File: config.mk
export PLATFORM = sky130hd
export DESIGN_NAME = mws_ram
export DESIGN_NICKNAME = d
export VERILOG_FILES = /design/src/sv/mws_ram.sv
export SDC_FILE = /design/constraint.sdc
export NUM_CORES = 2
export LEC_CHECK = 0
export ABC_CLOCK_PERIOD_IN_PS = 3300
export BUFFER_PORTS_ARGS = -buffer_cell sky130_fd_sc_hd__buf_2
export CAP_MARGIN = 10
export CORE_ASPECT_RATIO = 1.25
export CORE_MARGIN = 5
export CORE_UTILIZATION = 58
export DETAILED_ROUTE_END_ITERATION = 12
export GPL_ROUTABILITY_DRIVEN = 0
export PLACE_DENSITY = 0.81
export SETUP_SLACK_MARGIN = 0.5
export SYNTH_ARGS = -nofsm -noshare
export SYNTH_HDL_FRONTEND = slang
export SYNTH_SLANG_ARGS = --single-unit
File: constraint.sdc
create_clock -name clk -period 3.3 [get_ports clk]
set_clock_uncertainty 0.1 [all_clocks]
set_input_delay 0.495 -clock clk [delete_from_list [all_inputs] [get_ports clk]]
set_output_delay 0.495 -clock clk [all_outputs]
set_load 0.01 [all_outputs]
File: src/sv/mws_ram.sv
// Generic single-write, single-read synchronous RAM with registered read data.
module mws_ram #(
	parameter int WIDTH = 8,
	parameter int DEPTH = 256
) (
	input  logic                                  clk,
	input  logic                                  we,
	input  logic [(DEPTH > 1 ? $clog2(DEPTH) : 1)-1:0] waddr,
	input  logic [WIDTH-1:0]                      wdata,
	input  logic [(DEPTH > 1 ? $clog2(DEPTH) : 1)-1:0] raddr,
	output logic [WIDTH-1:0]                      rdata
);

	logic [WIDTH-1:0] mem [DEPTH];

	// Read returns the old contents when read and write hit the same entry.
	always_ff @(posedge clk) begin
		if (we) begin
			mem[waddr] <= wdata;
		end
		rdata <= mem[raddr];
	end

endmodule

==> summary.txt <==
Logic synthesis
  – Syn nets: between 3000 and 4000
  – Number of flops mapped to enable cells by yosys: roughly 2000
  – Yosys warnings: 0
  – Asr flop ratio synth: 0%
  – Yosys reg bits: 2056
  – Top_reg_cell synth: edfxtp_1
  – Cell count after synthesis: ~3700
  – Synth top area share: 77.3%
  – Post-synthesis cell area: ~80000 um^2
  – Post-synthesis sequential area ratio: just under 80%
  – Synth cell count leaders: edfxtp_1, mux4_2, nor2_1
  – Synth area leaders: edfxtp_1, mux4_2, mux2i_1
  – Synth area leader: edfxtp_1
  – Most frequent cell after synthesis: edfxtp_1
  – Mean Syn Cell Area: 21.3 um^2
  – Count of cell types in the netlist: between 50 and 60

GRT
  – Vias in the first global route: around 44000
  – Pin count of the biggest net entering global routing: 133
  – Antenna violations before repair: 19
  – First-pass GRT wire length: 301000 um
  – GRT Total Usage: 28.8%
  – GR Overflow Total: 0

Critical path
  – Crit Path Category: in2reg
  – WP data required: 3920 ps
  – Worst path arrival time: 3490 ps
  – Crit Path Max Fanout: 23
  – Reg-to-reg startpoint: mem[82][5]
  – Critical-path cell list: buf_8 > buf_12 > buf_12 > buf_12 > mux2i_1 > o221ai_1 > o22ai_1 > nor3_1 > nor4_2 > buf_4 > nor4_1
  – Delay-heaviest family, CP: buffers and inverters
  – WP buf/inv: 5
  – CP most frequent cell: buf_12
  – CP Launch Type: input pin
  – CP Capture Type: flip-flop
  – Critical path's slowest cell: nor3_1
  – Largest stage delay, worst path: a little under 700 ps
  – Start point of the critical path: raddr[0]

Power and ir drop
  – Seq pwr share: between 50% and 60%
  – Cell Pwr Density: 580 nW/um^2
  – Net load switching power: ~11 mW
  – Gate power share: roughly 5.4%
  – Worst vdd ir: roughly 0.56 mV
  – Sw Ratio: between 20% and 30%
  – Internal power: roughly 42 mW
  – Clock power frac: about two fifths
  – Leak: between 20 and 30 nW

Timing
  – Final Critical Period: ~2900 ps
  – Setup TNS: 0 ps
  – RSZ-0062 raised after global routing: true
  – Peak Freq: roughly 0.35 GHz
  – Period utilization: around 87%
  – # setup viols final: 0
  – Final Hold Viols: 0
  – Worst Tran Pin Value: 968 ps
  – Final Slew Violations: 0
  – Slew headroom: a little over a third

Hold path
  – Hold wc startpoint: wdata[1]
  – Worst Hold Class: in2reg

Run
  – Max-cap viol count: 0

Route
  – ANT nets after route: 0
  – DR vias: between 40000 and 50000
  – Iter 0 DRT Violations: about 6300
  – Vias per cell: slightly below 7
  – Initial DRT Pass Iterations: 6
  – Drt total wl: approximately 210000 um
  – Drt drc: 0
  – Wire length per cell: between 30 and 40 um

Clock tree
  – # H-tree levels: 4
  – CTS sink cnt: 2056
  – CTS root buf: clkbuf_16
  – CTS tree: done
  – Clock-pin slew on the worst setup and hold paths: about 70 ps
  – Worst skew pair latency: roughly 840 ps
  – Max Buffers Root-to-Sink: 3
  – Num CTS Buffers: 179

Cells and area
  – Final layout net count: approximately 4300
  – Filler instances: about 7900
  – Syn-to-layout area delta: 14.7%
  – Share of cells above drive strength 1: slightly below 30%
  – Core Util, Final: 66.6%

Floorplanning
  – Core Area: approximately 140000 um^2
  – Die Y: between 400 and 500 um
  – Die Footprint: 145000 um^2
  – Starting utilization of the core area: just under 60%
  – Width of the die: about 340 um
  – Row cnt: 152
  – IO Count: 34

Status
  – Status: finished clean

Place
  – HPWL after DPL: between 100000 and 150000 um
  – Port bufs: 33
[through the flow]
stage | hold slack, ps | area (um^2) | cells | setup WS [ps] | power (mW)
after floorplan | 494 | 79600 | 3733 | 767 | 30.8
after global placement | 745 | 85200 | 5821 | -316 | 32.0
after detailed placement | 740 | 85200 | 5821 | -350 | 32.1
after CTS | 84.2 | 91200 | 6152 | 537 | 53.0
after global routing | 115 | 91200 | 6153 | 463 | 54.3
final | 119 | 91200 | 6169 | 426 | 53.0
[path summary, 6_finish.rpt]
path	end	slack, ps	cells past startpoint
worst max-delay path	rdata[1]	430	11
worst min-delay path	mem[240][1]	120	1
worst max register to register	rdata[5]	570	7
worst min register to register	rdata[6]	1050	7
[per-layer routing]
layer,vias to the layer above,routed length (um),global-route usage (%)
li1,16679,-,-
met1,21765,65600,35.9
met2,3428,103000,47.1
met3,726,24700,6.89
met4,6,13800,15.8
met5,-,40,0
[layout make-up]
class,count,area [um^2],share of cell area [%]
clock buffer,217,4710,5.16
clock inverter,113,1240,1.36
inverter,2,7.51,0.00823
tap,1771,2220,2.43
multi-input combinational,1442,16500,18.1
antenna,17,42.5,0.0466
timing repair buffer,551,4850,5.32
sequential,2056,61700,67.6
[logic make-up after synthesis]
kind of cell | after synthesis | share of synthesized area, %
AO/OA/AOI/OAI | 385 | 3.42
buffers and inverters | 235 | 1.83
flip-flops | 2056 | 77.5
multiplexers | 591 | 14.6
AND/OR/NAND/NOR | 466 | 2.63
[worst reg2reg max path: cells and delay by family (launching register included)]
family          cells  cell delay [ps]
compound gates      3             1010
buf+inv             1              190
mux                 1              470
simple gates        2              430
flops               1              380
[power by group through the flow]
| stage | registers, mW | clock network (mW) | logic (mW) |
|---|---|---|---|
| floorplan | 29.4 | 0 | 1.40 |
| global placement | 29.4 | 0 | 2.67 |
| detailed placement | 29.4 | 0 | 2.75 |
| CTS | 28.8 | 21.4 | 2.80 |
| global route | 28.8 | 22.6 | 2.94 |
| finish | 28.8 | 21.3 | 2.85 |
[sequential cells by signal, indices dropped and copies added, names as in the netlist]
name	count
rdata	8
mem	2048
[layout by cell type, fill, tap and decap left out, types with 28 or more instances in the layout]
master	netlist	final
a22oi_1	133	133
mux4_2	454	454
nand3_1	34	34
mux2i_1	134	134
nor2b_1	31	28
nand2_1	33	33
clkbuf_16	0	182
clkinv_2	0	29
buf_4	27	463
o22ai_1	28	28
clkinv_1	1	32
edfxtp_1	2048	2048
o221ai_1	46	46
clkbuf_1	111	33
nor2_1	282	279
buf_12	8	56
a21oi_1	96	96
[repair_timing]
item                       4_1_cts  5_1_grt
cloned                           0        0
setup buffers                    0        0
hold buffers                     1        0
hold endpoints to repair        13        0
gates resized for setup          2        2
setup endpoints to repair        2        2
(Power assumes the default switching activity.)
