==> config.mk <==
export PLATFORM = sky130hd
export DESIGN_NAME = mws_ring_div
export DESIGN_NICKNAME = d
export VERILOG_FILES = /design/src/sv/mws_pkg.sv /design/src/sv/mws_ring_div.sv
export SDC_FILE = /design/constraint.sdc
export NUM_CORES = 1
export LEC_CHECK = 0
export BUFFER_PORTS_ARGS = -buffer_cell sky130_fd_sc_hd__buf_2
export CORE_ASPECT_RATIO = 0.8
export CORE_MARGIN = 1.5
export CORE_UTILIZATION = 33
export CTS_BUF_LIST = sky130_fd_sc_hd__clkbuf_4 sky130_fd_sc_hd__clkbuf_8
export CTS_CLUSTER_DIAMETER = 120
export DETAILED_ROUTE_END_ITERATION = 8
export GPL_ROUTABILITY_DRIVEN = 0
export PLACE_DENSITY = 0.5
export RECOVER_POWER = 25
export SLEW_MARGIN = 0
export SYNTH_ARGS = -nofsm -noshare
export SYNTH_HDL_FRONTEND = slang
export SYNTH_SLANG_ARGS = --single-unit
export TNS_END_PERCENT = 50
==> constraint.sdc <==
create_clock -name clk -period 2.4 [get_ports clk]
set_input_delay 0.24 -clock clk [delete_from_list [all_inputs] [get_ports clk]]
set_output_delay 0.24 -clock clk [all_outputs]
set_load 0.01 [all_outputs]
==> src/sv/mws_pkg.sv <==
// Shared types and constants for the max window sum block.
package mws_pkg;

	localparam int SUM_W        = 20;
	localparam int OUT_TDATA_W  = 24;
	localparam int GRID_ROWS_W  = 11;
	localparam int GRID_COLS_W  = 11;
	localparam int WIN_ROWS_W   = 7;
	localparam int WIN_COLS_W   = 11;
	localparam int CFG_DATA_W   = 11;
	localparam int CFG_IDX_W    = 2;
	localparam int MAX_ROWS     = 1024;
	localparam int ROW_W        = 10;

	typedef enum logic [CFG_IDX_W-1:0] {
		REG_GRID_ROWS = 2'd0,
		REG_GRID_COLS = 2'd1,
		REG_WIN_ROWS  = 2'd2,
		REG_WIN_COLS  = 2'd3
	} cfg_reg_t;

	// Per-item flags that ride along with the column sum into the window stage.
	typedef struct packed {
		logic fits;       // a window fits the configured grid
		logic in_window;  // enough rows seen for a full window height
		logic col0;       // first column of the row
		logic sub_old;    // a column sum leaves the horizontal window
		logic full;       // horizontal window is complete
		logic last;       // last cell of the grid
	} mws_ctrl_t;

endpackage

==> src/sv/mws_ring_div.sv <==
// Restoring remainder unit: row index modulo window height, one bit per cycle.
module mws_ring_div (
	input  logic                            clk,
	input  logic                            arst_n,
	input  logic                            start,
	input  logic [mws_pkg::ROW_W-1:0]       dividend,
	input  logic [mws_pkg::WIN_ROWS_W-1:0]  divisor,
	output logic                            busy,
	output logic                            done,
	output logic [mws_pkg::WIN_ROWS_W-1:0]  rem
);
	import mws_pkg::*;

	localparam int CNT_W = $clog2(ROW_W + 1);

	logic                  busy_q;
	logic                  done_q;
	logic [CNT_W-1:0]      cnt_q;
	logic [ROW_W-1:0]      shift_q;
	logic [WIN_ROWS_W-1:0] rem_q;
	logic [WIN_ROWS_W:0]   trial;

	assign trial = {rem_q, shift_q[ROW_W-1]};

	always_ff @(posedge clk or negedge arst_n) begin
		if (!arst_n) begin
			busy_q <= 1'b0;
			done_q <= 1'b0;
			cnt_q  <= '0;
		end else if (start) begin
			busy_q <= 1'b1;
			done_q <= 1'b0;
			cnt_q  <= '0;
		end else if (busy_q) begin
			cnt_q <= cnt_q + 1'b1;
			if (cnt_q == CNT_W'(ROW_W - 1)) begin
				busy_q <= 1'b0;
				done_q <= 1'b1;
			end
		end else begin
			done_q <= 1'b0;
		end
	end

	always_ff @(posedge clk) begin
		if (start) begin
			shift_q <= dividend;
			rem_q   <= '0;
		end else if (busy_q) begin
			shift_q <= shift_q << 1;
			if (trial >= {1'b0, divisor}) begin
				rem_q <= WIN_ROWS_W'(trial - {1'b0, divisor});
			end else begin
				rem_q <= trial[WIN_ROWS_W-1:0];
			end
		end
	end

	assign busy = busy_q | done_q;
	assign done = done_q;
	assign rem  = rem_q;

endmodule

==> results of run 1 <==
-- routing by layer --
layer  vias to the layer above  GRT usage, %  wire, um
met2                        25         16.67      1260
met5                         -             0         0
li1                        594             -         -
met3                         2         3.358       163
met1                       555         19.22      1474
met4                         0         3.409        18
-- per-stage QoR --
step	std cells	area, sq um	util [%]
floorplan	148	1463	-
global placement	227	1648	38.95
detailed placement	227	1648	38.95
CTS	232	1704	40.28
global route	232	1699	40.17
finish	232	1699	40.17
-- synthesized netlist by cell type (4+ instances only) --
master    number  share of area [%]
inv_1         15                3.8
nor2_1        13                3.3
edfxtp_1      10                 21
ha_1           9                7.7
mux2_2         9                6.9
nand2_1        8                2.1
nor3b_1        8                4.1
dfxtp_1        7                9.6
dfrtp_1        6                 10
o21ai_0        6                2.1
a311oi_1       4                2.4
a41oi_1        4                2.4
clkbuf_1       4                1.0
xnor2_1        4                2.4
-- sequential cells by signal, indices dropped and copies added, names as in the netlist --
register and cells:
rem 7, cnt_q 4, done 1, shift_q 10
busy_q 1
-- timing repair --
item                                   4_1_cts  5_1_grt
setup endpoints to repair                    0        0
hold buffers                                 1        0
endpoints found under the hold margin        6        0
-- cell type report --
class | count | area, sq um
clock inverters | 1 | 5.005
well taps | 57 | 71.32
fillers | 434 | 2531
multi-input cells | 103 | 782.0
clock buffers | 3 | 41.29
flip-flops and latches | 23 | 590.6
inverters | 15 | 56.30
repair buffers | 30 | 152.6
-- power groups by stage --
stage                     clock (mW)  sequential (mW)  combinational, mW
final                          0.236            0.556              0.759
after global routing           0.260            0.566              0.852
after CTS                      0.249            0.557              0.763
after detailed placement           0            0.565              0.758
after global placement             0            0.563              0.755
after floorplan                    0            0.572              0.539
-- worst register-to-register path: cells and delay by family (launching register included) --
kind / cells / cell delay, ps
AO/OA/AOI/OAI: 2 / 310
adder cells (fa/ha/maj): 2 / 570
buffers and inverters: 2 / 130
flip-flops: 1 / 370
AND/OR/NAND/NOR: 2 / 580
-- cell families after synthesis --
logic type	after synthesis	synth area share (%)
adder cells (fa/ha/maj)	10	9.068
buffers and inverters	22	6.159
multiplexers	9	6.929
XOR/XNOR	5	2.994
flip-flops	23	40.38
AND/OR/NAND/NOR	45	16.68
AO/OA/AOI/OAI	34	17.79
-- final timing paths --
path / start / endpoint / cells past startpoint
hold reg to reg: done / done / 2
setup reg to reg: shift_q[9] / rem[0] / 8
setup / recovery: shift_q[9] / rem[0] / 8
max in group asynchronous: arst_n / cnt_q[1] / 2
hold / removal: dividend[0] / shift_q[0] / 2
min in group asynchronous: arst_n / cnt_q[2] / 2
==> impl_results.rst, run 1 <==
.. list-table::
   :header-rows: 1

   * - Metric
     - Value
   * - Status
     - finished, final reports clean
   * - Required time at the endpoint of the critical path
     - 2510 ps
   * - Wire length of the first global-routing pass
     - 4774 um
   * - Critical path's top delay family
     - simple AND/OR/NAND/NOR gates
   * - Portion of the post-synthesis area used by sequential elements
     - 40.38%
   * - Fin Setup TNS
     - 0 ps
   * - Final Hold Viols
     - 0
   * - Root buffer selected by CTS
     - clkbuf_8
   * - Inserted Diodes
     - 0
   * - Asr flop ratio synth
     - 26.09%
   * - Switching portion of total power
     - 37.85%
   * - HP Class
     - in2reg
   * - Comb power frac
     - 48.9%
   * - Tightest slew margin relative to the limit
     - 16.96%
   * - Total iterations of the first detailed-routing run
     - 4
   * - Worst hold slack after final layout
     - 261.6 ps
   * - Post-synthesis net count
     - 178
   * - Cells along the critical path
     - inv_1 -> ha_1 -> inv_1 -> fa_1 -> a211oi_2 -> or3_1 -> and3_4 -> a311oi_1
   * - Highest Clock Rate
     - 0.4719 GHz
   * - Critical-path maximum fanout
     - 9
   * - Number of vias per cell after detailed routing
     - 5.069
   * - Number of setup buffers added after CTS
     - 0
   * - Top-level port count
     - 29
   * - Synthesized area per cell
     - 9.883 sq um
   * - Gate count of the mapped netlist
     - 148
   * - Peak per-stage delay on the critical path
     - 410 ps
   * - Worst Slack Setup Final
     - 281.1 ps
   * - Aggregate routed wire length
     - 2915 um
   * - Sequential cell fraction of total power
     - 35.8%
   * - Clock power frac
     - 15.2%
   * - Insertion delay to the later sink of the worst-skew pair
     - 260 ps
   * - Standard-cell row count
     - 21
   * - Sum of internal, switching and leakage power
     - 1.551 mW
   * - Reg2Reg Setup Slack
     - 280 ps
   * - Most used flip-flop cell after synthesis
     - edfxtp_1
   * - TritonCTS clock tree
     - yes
   * - Unrepaired setup endpoints after global routing
     - false
   * - Syn-to-layout area delta
     - 16.17%
   * - Detailed placement HPWL
     - 2220 um
   * - Die Height
     - 62.55 um
   * - Leading cell type in the layout, fill and taps excluded
     - buf_2
   * - Number of I/O port buffers
     - 28
   * - Post-synthesis instance area
     - 1463 sq um
   * - Arrival time of the worst setup path
     - 2230 ps
   * - Total CTS buffers
     - 3
   * - Number of buffers between clock root and the deepest sink
     - 2
   * - Horizontal extent of the die
     - 77.44 um
   * - Share of layout cells above drive strength 1
     - 25.71%
   * - Congestion Overflow GR
     - 0
   * - Flop and latch count out of synthesis
     - 23
   * - Type of the worst setup path
     - reg2reg
   * - Remaining antenna violation count after routing
     - 0
   * - Effective utilization at floorplan
     - 34.58%
   * - Least-Margin Pin Slew
     - 1246 ps
   * - Reported leakage power
     - 0.7280 nW
   * - Net Sw Power
     - 0.5870 mW
   * - Max-cap violations
     - 0
   * - DRC Markers
     - 0
   * - Clock skew after layout
     - 9.109 ps
   * - Largest net degree at the start of global routing
     - 30
   * - Register clock-pin slew on the reported worst setup and hold paths
     - 80 ps
   * - Type of origin of the critical path
     - flip-flop
   * - Final-stage net count
     - 206
   * - Global Route Usage Sum
     - 12.43%
   * - Worst supply voltage drop on vdd
     - 0.0003274 V
   * - Max-slew violation count
     - 0
   * - Routed WL per cell
     - 12.56 um
   * - Min Tclk post-route
     - 2119 ps
   * - Endpoints failing setup
     - 0
   * - Crit-path most repeated cell
     - inv_1
   * - Commonest cells after routing, fill and taps aside
     - 24 x buf_2, 15 x inv_1, 13 x nor2_1
   * - Internal power component
     - 0.9637 mW
   * - Max stage delay cell, worst path
     - fa_1
   * - Die footprint
     - 4843 sq um
   * - Antenna violations before repair
     - 0
   * - Setup crit end kind
     - flip-flop
   * - Part of the cycle the worst path needs
     - 88.29%
   * - Core footprint
     - 4230 sq um
   * - Cts repair resizes
     - 0
   * - Post-synthesis cell type count
     - 40
   * - Power density relative to cell area
     - 912.7 nW/um^2
   * - Via count of the routed design
     - 1176
   * - Total number of clock tree sinks
     - 23
   * - Post-placement setup slack
     - 283.1 ps
   * - Crit path buffers/inverters
     - 2
   * - Vias in the first global route
     - 1015
   * - Number of synthesis warnings
     - 0
   * - Number of flops mapped to enable cells by yosys
     - 10
   * - First-iteration detailed-routing DRC count
     - 93
   * - Clock H-tree levels
     - 1
Power figures use the tool's default switching activity.
==> run 2, diff against run 1 <==
--- a/config.mk
+++ b/config.mk
@@ -7,7 +7,6 @@
 export LEC_CHECK = 0
 export BUFFER_PORTS_ARGS = -buffer_cell sky130_fd_sc_hd__buf_2
 export CORE_ASPECT_RATIO = 0.8
-export CORE_MARGIN = 1.5
 export CORE_UTILIZATION = 33
 export CTS_BUF_LIST = sky130_fd_sc_hd__clkbuf_4 sky130_fd_sc_hd__clkbuf_8
 export CTS_CLUSTER_DIAMETER = 120
==> impl_results.rst, run 2 (synthesis gave the netlist of run 1 again) <==
.. list-table::
   :header-rows: 1

   * - Metric
     - Value
   * - Status
     - finished, final reports clean
   * - Max-slew violation count
     - 0 (unchanged)
   * - Congestion Overflow GR
     - 0 (unchanged)
   * - Largest register FFs
     - 10 (unchanged)
   * - Cells along the critical path
     - inv_1 -> ha_1 -> inv_1 -> fa_1 -> a211oi_2 -> or3_1 -> and3_4 -> a311oi_1
   * - Vias in the first global route
     - 1058 (+4.2%)
   * - Reported leakage power
     - 0.7280 nW (unchanged)
   * - TritonCTS clock tree
     - yes
   * - Syn-to-layout area delta
     - 16.17% (unchanged)
   * - Max stage delay cell, worst path
     - fa_1
   * - End of the worst register-to-register path
     - rem[0]
   * - Max-cap violations
     - 0 (unchanged)
   * - Critical-path maximum fanout
     - 9 (unchanged)
   * - Least-Margin Pin Slew
     - 1220 ps (-25.79 ps)
   * - Leading cell type in the layout, fill and taps excluded
     - buf_2
   * - Number of I/O port buffers
     - 28 (unchanged)
   * - Detailed placement HPWL
     - 2249 um (+1.3%)
   * - Clock H-tree levels
     - 1 (unchanged)
   * - Standard-cell row count
     - 21 (unchanged)
   * - Worst Slack Setup Final
     - 288.8 ps (+7.674 ps)
   * - Launch instance of the worst register-to-register path
     - shift_q[9]
   * - Part of the cycle the worst path needs
     - 87.97% (-0.32 points)
   * - Total number of clock tree sinks
     - 23 (unchanged)
   * - Worst-case reg-to-reg path depth
     - 8 (unchanged)
   * - Commonest cells after routing, fill and taps aside
     - 24 x buf_2, 15 x inv_1, 13 x nor2_1
   * - Number of vias per cell after detailed routing
     - 5.017 (-1.0%)
   * - Final-stage net count
     - 206 (unchanged)
   * - Crit-path most repeated cell
     - inv_1
   * - Required time at the endpoint of the critical path
     - 2510 ps (about the same)
   * - Root buffer selected by CTS
     - clkbuf_8
   * - Total CTS buffers
     - 3 (unchanged)
   * - Clock skew after layout
     - 0.6812 ps (-8.427 ps)
   * - Post-Layout Cell Count
     - 232 (unchanged)
   * - Top-level port count
     - 29 (unchanged)
   * - Die footprint
     - 4704 sq um (-2.9%)
   * - Antenna violations before repair
     - 0 (unchanged)
   * - Insertion delay to the later sink of the worst-skew pair
     - 260 ps (about the same)
   * - Via count of the routed design
     - 1164 (-1.0%)
   * - Endpoints failing setup
     - 0 (unchanged)
   * - Peak per-stage delay on the critical path
     - 410 ps (about the same)
   * - Final Hold Viols
     - 0 (unchanged)
   * - Setup crit end kind
     - flip-flop
   * - Fin Setup TNS
     - 0 ps (unchanged)
   * - Effective utilization at floorplan
     - 34.79% (+0.22 points)
   * - Highest Clock Rate
     - 0.4737 GHz (+0.36%)
   * - Unrepaired setup endpoints after global routing
     - false
   * - Largest net degree at the start of global routing
     - 30 (unchanged)
   * - Arrival time of the worst setup path
     - 2220 ps (about the same)
   * - Number of buffers between clock root and the deepest sink
     - 2 (unchanged)
   * - Worst Hold End
     - shift_q[0]
   * - Sum of internal, switching and leakage power
     - 1.565 mW (+0.93%)
   * - Register containing the most flip-flops in the final layout
     - shift_q
   * - Number of setup buffers added after CTS
     - 0 (unchanged)
   * - Register clock-pin slew on the reported worst setup and hold paths
     - 80 ps (about the same)
   * - Type of origin of the critical path
     - flip-flop
   * - Cts repair resizes
     - 0 (unchanged)
   * - Reg2Reg Setup Slack
     - 290 ps (about the same)
   * - Post-route core utilization
     - 40.42% (+0.25 points)
   * - Inserted Diodes
     - 0 (unchanged)
   * - Min Tclk post-route
     - 2111 ps (-7.674 ps)
   * - Remaining antenna violation count after routing
     - 0 (unchanged)
   * - Fill cells
     - 430 (-0.92%)
   * - HP Class
     - in2reg
   * - Aggregate routed wire length
     - 2973 um (+2.0%)
   * - Die Height
     - 61.55 um (-1.6%)
   * - Hold Startpoint
     - dividend[0]
   * - Core footprint
     - 4204 sq um (-0.62%)
   * - Share of layout cells above drive strength 1
     - 25.71% (unchanged)
   * - Count of hold-fix buffers inserted at cts
     - 1 (unchanged)
   * - Power density relative to cell area
     - 921.1 nW/um^2 (+0.93%)
   * - Global Route Usage Sum
     - 13.69% (+1.3 points)
   * - Worst supply voltage drop on vdd
     - 0.0002794 V (-15%)
   * - Post-placement setup slack
     - 272.1 ps (-11.00 ps)
   * - Total iterations of the first detailed-routing run
     - 4 (unchanged)
   * - Cell count after placement
     - 227 (unchanged)
   * - Wire length of the first global-routing pass
     - 4968 um (+4.1%)
   * - First-iteration detailed-routing DRC count
     - 63 (-32%)
   * - Type of the worst setup path
     - reg2reg
   * - Tightest slew margin relative to the limit
     - 18.68% (+1.7 points)
   * - DRC Markers
     - 0 (unchanged)
   * - Horizontal extent of the die
     - 76.44 um (-1.3%)
   * - Count of cells along the worst hold path
     - 2 (unchanged)
   * - Routed WL per cell
     - 12.81 um (+2.0%)
## run 2: how the worst max path moves through the flow
stage	end	startpoint	slack, ps
floorplan	rem[2]	shift_q[9]	430
global placement	rem[0]	shift_q[9]	340
detailed placement	rem[0]	shift_q[9]	270
CTS	rem[0]	shift_q[9]	280
global route	rem[0]	shift_q[9]	130
finish	rem[0]	shift_q[9]	290
## run 2: cell type report
cell class	instances	area [sq um]	area share, %
sequential	23	590.6	34.76
multi-input combinational	103	782.0	46.02
clock inverter	1	5.005	0.2946
timing repair buffer	30	152.6	8.984
inverter	15	56.30	3.314
clock buffer	3	41.29	2.430
tap	57	71.32	4.197
## run 2: report_power, final
group | internal, mW | leakage, nW | switching [mW] | total, mW
Sequential | 0.487 | 0.241 | 0.0715 | 0.559
Combinational | 0.361 | 0.461 | 0.402 | 0.763
Clock | 0.116 | 0.0255 | 0.127 | 0.243
## run 2: through the flow
step           hold WS (ps)  instance area, sq um
3_3_place_gp          65.77                  1648
6_report              256.3                  1699
5_1_grt               248.2                  1699
2_1_floorplan        -55.59                  1463
3_5_place_dp          67.64                  1648
4_1_cts               253.9                  1704
## run 2: routing by layer
layer  GRT usage [%]  part of all wire (%)  vias up
met4           4.945                   1.2        0
met1           19.71                    51      547
li1                -                     -      591
met2           20.98                    45       21
met3           2.074                   2.6        5
met5               0                     0        -
## run 2: worst max-delay path: cells and delay by family (launching register included)
kind | cells | cell delay, ps
AND/OR/NAND/NOR | 2 | 580
adder cells (fa/ha/maj) | 2 | 560
flip-flops | 1 | 370
AO/OA/AOI/OAI | 2 | 310
buffers and inverters | 2 | 140
==> run 3, diff against run 2 <==
--- a/config.mk
+++ b/config.mk
@@ -7,6 +7,7 @@
 export LEC_CHECK = 0
 export BUFFER_PORTS_ARGS = -buffer_cell sky130_fd_sc_hd__buf_2
 export CORE_ASPECT_RATIO = 0.8
+export CORE_MARGIN = 4
 export CORE_UTILIZATION = 33
 export CTS_BUF_LIST = sky130_fd_sc_hd__clkbuf_4 sky130_fd_sc_hd__clkbuf_8
 export CTS_CLUSTER_DIAMETER = 120
==> constraint.sdc (replaced) <==
create_clock -name clk -period 2.28 [get_ports clk]
set_input_delay 0.228 -clock clk [delete_from_list [all_inputs] [get_ports clk]]
set_output_delay 0.228 -clock clk [all_outputs]
set_load 0.01 [all_outputs]
==> impl_results.rst, run 3 (synthesis gave the netlist of run 1 again) <==
.. list-table::
   :header-rows: 1

   * - Metric
     - Value
   * - Status
     - finished, final reports clean
   * - Effective utilization at floorplan
     - 34.58% (-0.22 points)
   * - Cells along the critical path
     - inv_1 -> ha_1 -> inv_1 -> fa_1 -> a211oi_2 -> or3_1 -> and3_4 -> a311oi_1
   * - Worst hold slack after final layout
     - 246.2 ps (-10.14 ps)
   * - Number of buffers between clock root and the deepest sink
     - 2 (unchanged)
   * - Power density relative to cell area
     - 971.4 nW/um^2 (+5.5%)
   * - Syn-to-layout area delta
     - 16.51%
   * - Arrival time of the worst setup path
     - 2230 ps (about the same)
   * - Comb power frac
     - 49.5% (+0.8 points)
   * - Wire length of the first global-routing pass
     - 5043 um (+1.5%)
   * - Reg2Reg Setup Slack
     - 160 ps (-130 ps)
   * - Leading cell type in the layout, fill and taps excluded
     - buf_2
   * - Max-slew violation count
     - 0 (unchanged)
   * - Clock power frac
     - 15.3% (-0.2 points)
   * - Sequential cell fraction of total power
     - 35.2% (-0.5 points)
   * - Total CTS buffers
     - 3 (unchanged)
   * - Min Tclk post-route
     - 2117 ps (+5.715 ps)
   * - Total number of clock tree sinks
     - 23 (unchanged)
   * - Count of hold-fix buffers inserted at cts
     - 1 (unchanged)
   * - Register clock-pin slew on the reported worst setup and hold paths
     - 90 ps (about the same)
   * - Unrepaired setup endpoints after global routing
     - false
   * - Vias in the first global route
     - 1144 (+8.1%)
   * - Type of origin of the critical path
     - flip-flop
   * - Core footprint
     - 4230 sq um (+0.63%)
   * - Antenna violations before repair
     - 0 (unchanged)
   * - DRC Markers
     - 0 (unchanged)
   * - Type of the worst setup path
     - reg2reg
   * - Worst supply voltage drop on vdd
     - 0.0002875 V (+2.9%)
   * - Top-level port count
     - 29 (unchanged)
   * - HP Class
     - in2reg
   * - Highest Clock Rate
     - 0.4724 GHz (-0.27%)
   * - Final Hold Viols
     - 0 (unchanged)
   * - Routed WL per cell
     - 13.03 um (+1.7%)
   * - Congestion Overflow GR
     - 0 (unchanged)
   * - Clock skew after layout
     - 9.420 ps (+8.738 ps)
   * - Number of I/O port buffers
     - 28 (unchanged)
   * - Register containing the most flip-flops in the final layout
     - shift_q
   * - Crit-path most repeated cell
     - inv_1
   * - Internal power component
     - 1.027 mW (+6.5%)
   * - Remaining antenna violation count after routing
     - 0 (unchanged)
   * - Max-cap violations
     - 0 (unchanged)
   * - Reported leakage power
     - 0.7240 nW (-0.54%)
   * - Largest register FFs
     - 10 (unchanged)
   * - Horizontal extent of the die
     - 82.44 um (+7.8%)
   * - Max stage delay cell, worst path
     - fa_1
   * - Fill cells
     - 437 (+1.6%)
   * - Root buffer selected by CTS
     - clkbuf_8
   * - TritonCTS clock tree
     - yes
   * - First-iteration detailed-routing DRC count
     - 44 (-30%)
   * - Final-stage net count
     - 207 (+0.49%)
   * - Clock H-tree levels
     - 1 (unchanged)
   * - Die footprint
     - 5568 sq um (+18%)
   * - Required time at the endpoint of the critical path
     - 2390 ps (-120 ps)
   * - Insertion delay to the later sink of the worst-skew pair
     - 270 ps (about the same)
   * - Aggregate routed wire length
     - 3036 um (+2.1%)
   * - Part of the cycle the worst path needs
     - 92.85% (+4.9 points)
   * - Via count of the routed design
     - 1166 (+0.17%)
   * - Total iterations of the first detailed-routing run
     - 4 (unchanged)
   * - Commonest cells after routing, fill and taps aside
     - 22 x buf_2, 15 x inv_1, 13 x nor2_1
   * - Global Route Usage Sum
     - 11.86% (-1.8 points)
   * - Peak per-stage delay on the critical path
     - 410 ps (about the same)
   * - Detailed placement HPWL
     - 2302 um (+2.3%)
   * - Number of vias per cell after detailed routing
     - 5.004 (-0.26%)
   * - Endpoints failing setup
     - 0 (unchanged)
   * - Tightest slew margin relative to the limit
     - 13.43% (-5.3 points)
   * - Switching portion of total power
     - 37.97% (-0.42 points)
   * - Cts repair resizes
     - 0 (unchanged)
   * - Net Sw Power
     - 0.6285 mW (+4.6%)
   * - Standard-cell row count
     - 21 (unchanged)
   * - Least-Margin Pin Slew
     - 1299 ps (+78.83 ps)
   * - Die Height
     - 67.55 um (+9.7%)
   * - Fin Setup TNS
     - 0 ps (unchanged)
   * - Largest net degree at the start of global routing
     - 30 (unchanged)
   * - Setup crit end kind
     - flip-flop
   * - Critical-path maximum fanout
     - 9 (unchanged)
   * - Inserted Diodes
     - 0 (unchanged)
   * - Share of layout cells above drive strength 1
     - 25.00% (-0.71 points)
   * - Number of setup buffers added after CTS
     - 0 (unchanged)
run 3: cell types whose count changed in the layout (fill, tap and decap cells not counted), sizes merged:
cell    previous run  this run
clkbuf             7         9
buf               25        24
run 3: critical path, delay by kind of cell, from the launching register on:
family,cells,cell delay [ps]
simple gates,2,580
flops,1,360
buf+inv,2,130
compound gates,2,320
fa+ha+maj,2,560
run 3: path summary, 6_finish.rpt:
check                            start         end  depth (start not counted)
max                         shift_q[9]      rem[0]                          8
min in group asynchronous       arst_n    cnt_q[2]                          2
min                        dividend[0]  shift_q[0]                          2
max reg2reg                 shift_q[9]      rem[0]                          8
min reg2reg                     rem[0]      rem[1]                          2
max in group asynchronous       arst_n    cnt_q[1]                          2
run 3: metrics by stage:
step                instance area [sq um]  setup WS, ps  util (%)  power (mW)  std cells
CTS                                  1712         160.5     40.46       1.685        233
global placement                     1655         225.3     39.13       1.408        228
detailed placement                   1655         178.5     39.13       1.417        228
finish                               1704         163.1     40.28       1.655        233
floorplan                            1463         314.5         -       1.169        148
global route                         1704         6.599     40.28       1.796        233
run 3: cell type report:
class                      count  area [sq um]  area share, %
timing repair buffer          31         157.7          9.251
clock buffer                   3         41.29          2.423
clock inverter                 1         5.005         0.2937
tap                           57         71.32          4.185
multi-input combinational    103         782.0          45.89
sequential                    23         590.6          34.65
inverter                      15         56.30          3.304
run 3: layer usage:
layer	routed length [um]	global-route usage [%]	up-vias
li1	-	-	591
met1	1544	16.34	547
met2	1351	18.90	26
met3	123	2.800	2
met4	16	2.490	0
met5	0	0	-
run 3: power groups by stage:
| stage | Combinational, mW | Clock, mW | Sequential (mW) |
|---|---|---|---|
| global route | 0.918 | 0.279 | 0.600 |
| global placement | 0.816 | 0 | 0.592 |
| floorplan | 0.567 | 0 | 0.602 |
| finish | 0.820 | 0.253 | 0.583 |
| detailed placement | 0.823 | 0 | 0.594 |
| CTS | 0.830 | 0.269 | 0.586 |
